[config.mk]
export PLATFORM = sky130hd
export DESIGN_NAME = clfa_front_flat
export DESIGN_NICKNAME = d
export VERILOG_FILES = /design/src/rtl/core/clfa_pkg.sv /design/src/rtl/core/clfa_if.sv /design/src/rtl/core/clfa_front.sv /design/src/flat_wrapper.sv
export SDC_FILE = /design/constraint.sdc
export NUM_CORES = 1
export LEC_CHECK = 0
export ABC_CLOCK_PERIOD_IN_PS = 2000
export BUFFER_PORTS_ARGS = -buffer_cell sky130_fd_sc_hd__buf_2
export CAP_MARGIN = 20
export CORE_UTILIZATION = 50
export DETAILED_ROUTE_END_ITERATION = 10
export PLACE_DENSITY = 0.76
export SLEW_MARGIN = 10
export SYNTH_ARGS = -nofsm -noshare
export SYNTH_HDL_FRONTEND = slang
export SYNTH_SLANG_ARGS = --single-unit
[constraint.sdc]
create_clock -name clock -period 2 [get_ports clock]
set_clock_uncertainty 0.05 [all_clocks]
set_input_delay 0.6 -clock clock [delete_from_list [all_inputs] [get_ports clock]]
set_output_delay 0.6 -clock clock [all_outputs]
set_load 0.005 [all_outputs]
[src/rtl/core/clfa_pkg.sv]
// shared types, codes and constants for the crlf line assembly fifo
package clfa_pkg;

   // default ring size in bytes
   localparam int unsigned DEPTH_DEFAULT = 1024;

   // widths fixed by the payload
   localparam int unsigned BYTE_W   = 8;
   localparam int unsigned STATUS_W = 3;
   localparam int unsigned LINES_W  = 10;

   // line counter saturates here
   localparam logic [LINES_W-1:0] LINE_MAX = LINES_W'(1023);

   // result status codes
   localparam logic [STATUS_W-1:0] ST_STORED  = 3'd0;
   localparam logic [STATUS_W-1:0] ST_DROPPED = 3'd1;
   localparam logic [STATUS_W-1:0] ST_CHAR    = 3'd2;
   localparam logic [STATUS_W-1:0] ST_EOL     = 3'd3;
   localparam logic [STATUS_W-1:0] ST_NOLINE  = 3'd4;

   // character codes
   localparam logic [BYTE_W-1:0] CH_NUL   = 8'h00;
   localparam logic [BYTE_W-1:0] CH_TAB   = 8'h09;
   localparam logic [BYTE_W-1:0] CH_LF    = 8'h0A;
   localparam logic [BYTE_W-1:0] CH_CR    = 8'h0D;
   localparam logic [BYTE_W-1:0] CH_SPACE = 8'h20;
   localparam logic [BYTE_W-1:0] CH_DEL   = 8'h7F;

   // request command codes
   typedef enum logic {
      OP_PUT = 1'b0,
      OP_POP = 1'b1
   } op_type;

   // classified request passed from front to back
   typedef struct packed {
      op_type            op;
      logic [BYTE_W-1:0] data;
      logic              is_cr;
      logic              is_lf;
   } entry_type;

   // bytes handed back by a pop
   function automatic logic is_kept(input logic [BYTE_W-1:0] c);
      return (c == CH_TAB) || ((c >= CH_SPACE) && (c != CH_DEL));
   endfunction

endpackage

[src/rtl/core/clfa_if.sv]
// request and response channel interfaces
interface clfa_req_if;
   logic       valid;
   logic       ready;
   logic       cmd;
   logic [7:0] data_byte;

   modport source (output valid, output cmd, output data_byte, input ready);
   modport sink   (input valid, input cmd, input data_byte, output ready);
endinterface


[src/rtl/core/clfa_front.sv]
// request front end: accept, classify and queue requests for the back end
module clfa_front (
   input  logic                clock,
   input  logic                reset,
   clfa_req_if.sink            req_chan,
   output logic                q_valid,
   output clfa_pkg::entry_type q_entry,
   input  logic                q_ready
);

   clfa_pkg::entry_type slot_ff [2];
   logic [1:0]          cnt_ff, cnt_in;
   logic                wr_idx_ff, wr_idx_in;
   logic                rd_idx_ff, rd_idx_in;
   clfa_pkg::entry_type new_entry;
   logic                push, pop;

   // classify the incoming request
   always_comb begin
      new_entry.op    = req_chan.cmd ? clfa_pkg::OP_POP : clfa_pkg::OP_PUT;
      new_entry.data  = req_chan.data_byte;
      new_entry.is_cr = (req_chan.data_byte == clfa_pkg::CH_CR);
      new_entry.is_lf = (req_chan.data_byte == clfa_pkg::CH_LF);
   end

   // two-entry queue handshake
   assign req_chan.ready = (cnt_ff != 2'd2);
   assign push           = req_chan.valid && req_chan.ready;
   assign q_valid        = (cnt_ff != 2'd0);
   assign q_entry        = slot_ff[rd_idx_ff];
   assign pop            = q_valid && q_ready;

   // occupancy and index update
   always_comb begin
      wr_idx_in = push ? ~wr_idx_ff : wr_idx_ff;
      rd_idx_in = pop ? ~rd_idx_ff : rd_idx_ff;
      unique case ({push, pop})
         2'b10:   cnt_in = cnt_ff + 2'd1;
         2'b01:   cnt_in = cnt_ff - 2'd1;
         default: cnt_in = cnt_ff;
      endcase
   end

   // control registers
   always_ff @(posedge clock) begin
      if (reset) begin
         cnt_ff    <= 2'd0;
         wr_idx_ff <= 1'b0;
         rd_idx_ff <= 1'b0;
      end else begin
         cnt_ff    <= cnt_in;
         wr_idx_ff <= wr_idx_in;
         rd_idx_ff <= rd_idx_in;
      end
   end

   // queue storage
   always_ff @(posedge clock) begin
      if (push) begin
         slot_ff[wr_idx_ff] <= new_entry;
      end
   end

endmodule

[src/flat_wrapper.sv]
// flat-port wrapper written by rule: the top's interface ports become plain ports
module clfa_front_flat 
  (clock, reset, q_valid, q_entry, q_ready, req_chan_valid, req_chan_cmd, req_chan_data_byte, req_chan_ready);
  clfa_req_if req_chan_i ();
  input  logic clock;
  input  logic reset;
  output logic q_valid;
  output clfa_pkg::entry_type q_entry;
  input  logic q_ready;
  input wire logic [$bits(req_chan_i.valid)-1:0] req_chan_valid;
  input wire logic [$bits(req_chan_i.cmd)-1:0] req_chan_cmd;
  input wire logic [$bits(req_chan_i.data_byte)-1:0] req_chan_data_byte;
  output wire logic [$bits(req_chan_i.ready)-1:0] req_chan_ready;
  assign req_chan_i.valid = req_chan_valid;
  assign req_chan_i.cmd = req_chan_cmd;
  assign req_chan_i.data_byte = req_chan_data_byte;
  assign req_chan_ready = req_chan_i.ready;
  clfa_front u_core (.clock(clock), .reset(reset), .req_chan(req_chan_i), .q_valid(q_valid), .q_entry(q_entry), .q_ready(q_ready));
endmodule
==> impl_metrics.toml <==
[yosys]
synth_area_um2 = 1040
synthArstFlopShare_pct = 0
syn_nets = 77
synth_edf_count = 22
synth_cell_type_count = 22
syn_area_per_cell_um2 = 16.5
synth_top_area_share_pct = 63.5
synth_top_area_cell = "edfxtp_1"
synth_seq_cells = 27
yosysMostFrequentCell = "edfxtp_1"
yosys_warnings = 0
seq_area_frac_synth_pct = 73.2
yosys-top-cells-count = "edfxtp_1, mux2_2, dfxtp_1"
syn_inst = 63
synthFlopType = "edfxtp_1"
synthTopCellsByArea = "edfxtp_1, mux2_2, dfxtp_1"

[global_routing]
grt_overflow = 0
grt.total_usage_pct = 16.7
grt_pass1_vias = 578
grt_pass1_wl_um = 2570
antenna_found_initial = 0
grt_max_degree = 15

[clock_tree]
cts.repair.resized = 0
hold_buffers = 0
cts_tree = "yes"
cts.sinks = 27
cts-root-buf = "clkbuf_4"
clk_pin_slew_ns = 0.13
clock_latency_ns = 0.30
cts_buffer_depth = 2
htreeDepth = 1
cts_buffers = 3
cts_setup_buffers = 0

[setup_path]
cp_slowest_cell = "dfxtp_2"
r2r_setup_slack_ns = 0.31
r2r-start = "u_core.cnt_ff[0]"
start_kind = "register"
cp-end-kind = "primary output"
worstPathArrival_ns = 1.27
crit_chain = "buf_6 -> mux2_2 -> buf_2"
path_class = "reg -> out"
worstRegToRegCells = 5
critical-path-max-stage-delay_ns = 0.36
r2r-end = "u_core.cnt_ff[1]"
crit_required_ns = 1.35
crit_fanout = 6
cp-endpoint = "q_entry[0]"

[place]
gp_congestion = 0.658
place_hpwl_um = 1170
numPortBuffers = 25
place_area_um2 = 1200

[floorplan]
core_um2 = 1960
die_x_um = 47.6
pin_count = 26
start_util_pct = 53.0
die_h_um = 47.6
die_area_um2 = 2270
rows = 16

[hold_path]
hp-class = "in -> reg"

[finish]
num-nets-final = 108
finalInstanceArea_um2 = 1240
area_growth_syn_to_layout_pct = 19.3
drive_above_1_share_pct = 47.3
antenna_cells = 0

[sta]
max-slew-margin-rel_pct = 65.1
tns_ns = 0
hold_slack_ns = 0.422
finalCritPeriodShare_pct = 95.9
hold_viol = 0
fmax_mhz = 522
worstMarginPinSlew_ns = 0.524
rsz0062_at_grt = "false"
layout_min_cycle_time_ns = 1.92
setup_viol = 0
slew_violations = 0

[route]
drtAntennaViolNets = 0
drc = 0
wirelength_um = 1670
vias = 627
via_per_inst = 5.23
dr.pass1.iters = 4
detail_route.iter0.violations = 14
wl_per_cell_um = 13.9

[power]
power_leakage_nw = 0.477
p_per_area_nw_per_um2 = 1180
irDropWorstVdd_mv = 0.873

[flow_run]
drv_cap = 0

[status]
status = "complete, no violations"
[worst min-delay path by stage]
stage	startpoint	to	slack [ns]	cells past startpoint
after floorplan	u_core.cnt_ff[1]	u_core.cnt_ff[1]	0.42	2
after global placement	u_core.rd_idx_ff	u_core.rd_idx_ff	0.45	2
after detailed placement	u_core.cnt_ff[1]	u_core.cnt_ff[1]	0.48	2
after CTS	req_chan_cmd	u_core.slot_ff[1][10]	0.42	1
after global routing	req_chan_cmd	u_core.slot_ff[0][10]	0.40	1
final	req_chan_cmd	u_core.slot_ff[1][10]	0.42	1
[kinds of logic (layout without fill, tap and decap cells)]
family	Yosys count	after routing	share of synthesized area, %
compound gates	5	5	3.13
buf+inv	2	32	0.842
simple gates	14	14	7.22
flops	27	27	73.2
mux	11	11	11.9
fa+ha+maj	1	1	1.20
xor+xnor	3	3	2.53
[per-stage QoR]
step	worst slack [ns]	std cells	power (mW)	utilization, %
final	0.0827	120	1.46	63.2
after global routing	0.0300	120	1.56	63.2
after CTS	0.0114	119	1.45	62.6
after detailed placement	0.179	115	1.23	61.2
after global placement	0.230	115	1.22	61.2
after floorplan	0.371	63	1.06	-
[critical path, delay by kind of cell, from the launching register on]
| family | cells | cell delay (ns) |
|---|---|---|
| multiplexers | 1 | 0.34 |
| buffers and inverters | 2 | 0.26 |
| flip-flops | 1 | 0.36 |
[final cells by class]
cell class	instances	area [um^2]
multi-input cells	34	270
well taps	27	33.8
clock buffers	4	26.3
inverters	1	3.75
fillers	168	722
flip-flops and latches	27	762
repair buffers	27	144
[cells in the final DEF, fill, tap and decap left out, types with 2 or more instances in the layout]
master and count:
nor2_1 3, xnor2_1 2, buf_2 25, clkbuf_4 3, mux2_2 11, edfxtp_1 22, dfxtp_1 4, nand2_1 3
a21oi_1 2
[sequential cells by signal, indices dropped and copies added (netlist names), named ones only]
| name | count |
|---|---|
| u_core.wr_idx_ff | 1 |
| u_core.slot_ff | 22 |
| u_core.rd_idx_ff | 1 |
| u_core.cnt_ff | 2 |
[routing by layer]
| metal | vias to the layer above | part of all wire (%) | track usage (%) |
|---|---|---|---|
| met2 | 15 | 52 | 27.9 |
| met4 | 0 | 0.54 | 5.00 |
| met1 | 312 | 45 | 22.2 |
| met5 | - | 0 | 0 |
| met3 | 2 | 2.9 | 3.40 |
| li1 | 298 | - | - |
[power breakdown]
| part | total, mW | switching, mW | internal, mW |
|---|---|---|---|
| combinational | 0.472 | 0.215 | 0.257 |
| sequential | 0.768 | 0.0489 | 0.719 |
| clock | 0.217 | 0.139 | 0.0777 |
| total | 1.46 | 0.403 | 1.05 |
No activity file was read; power rests on OpenSTA's default activity.
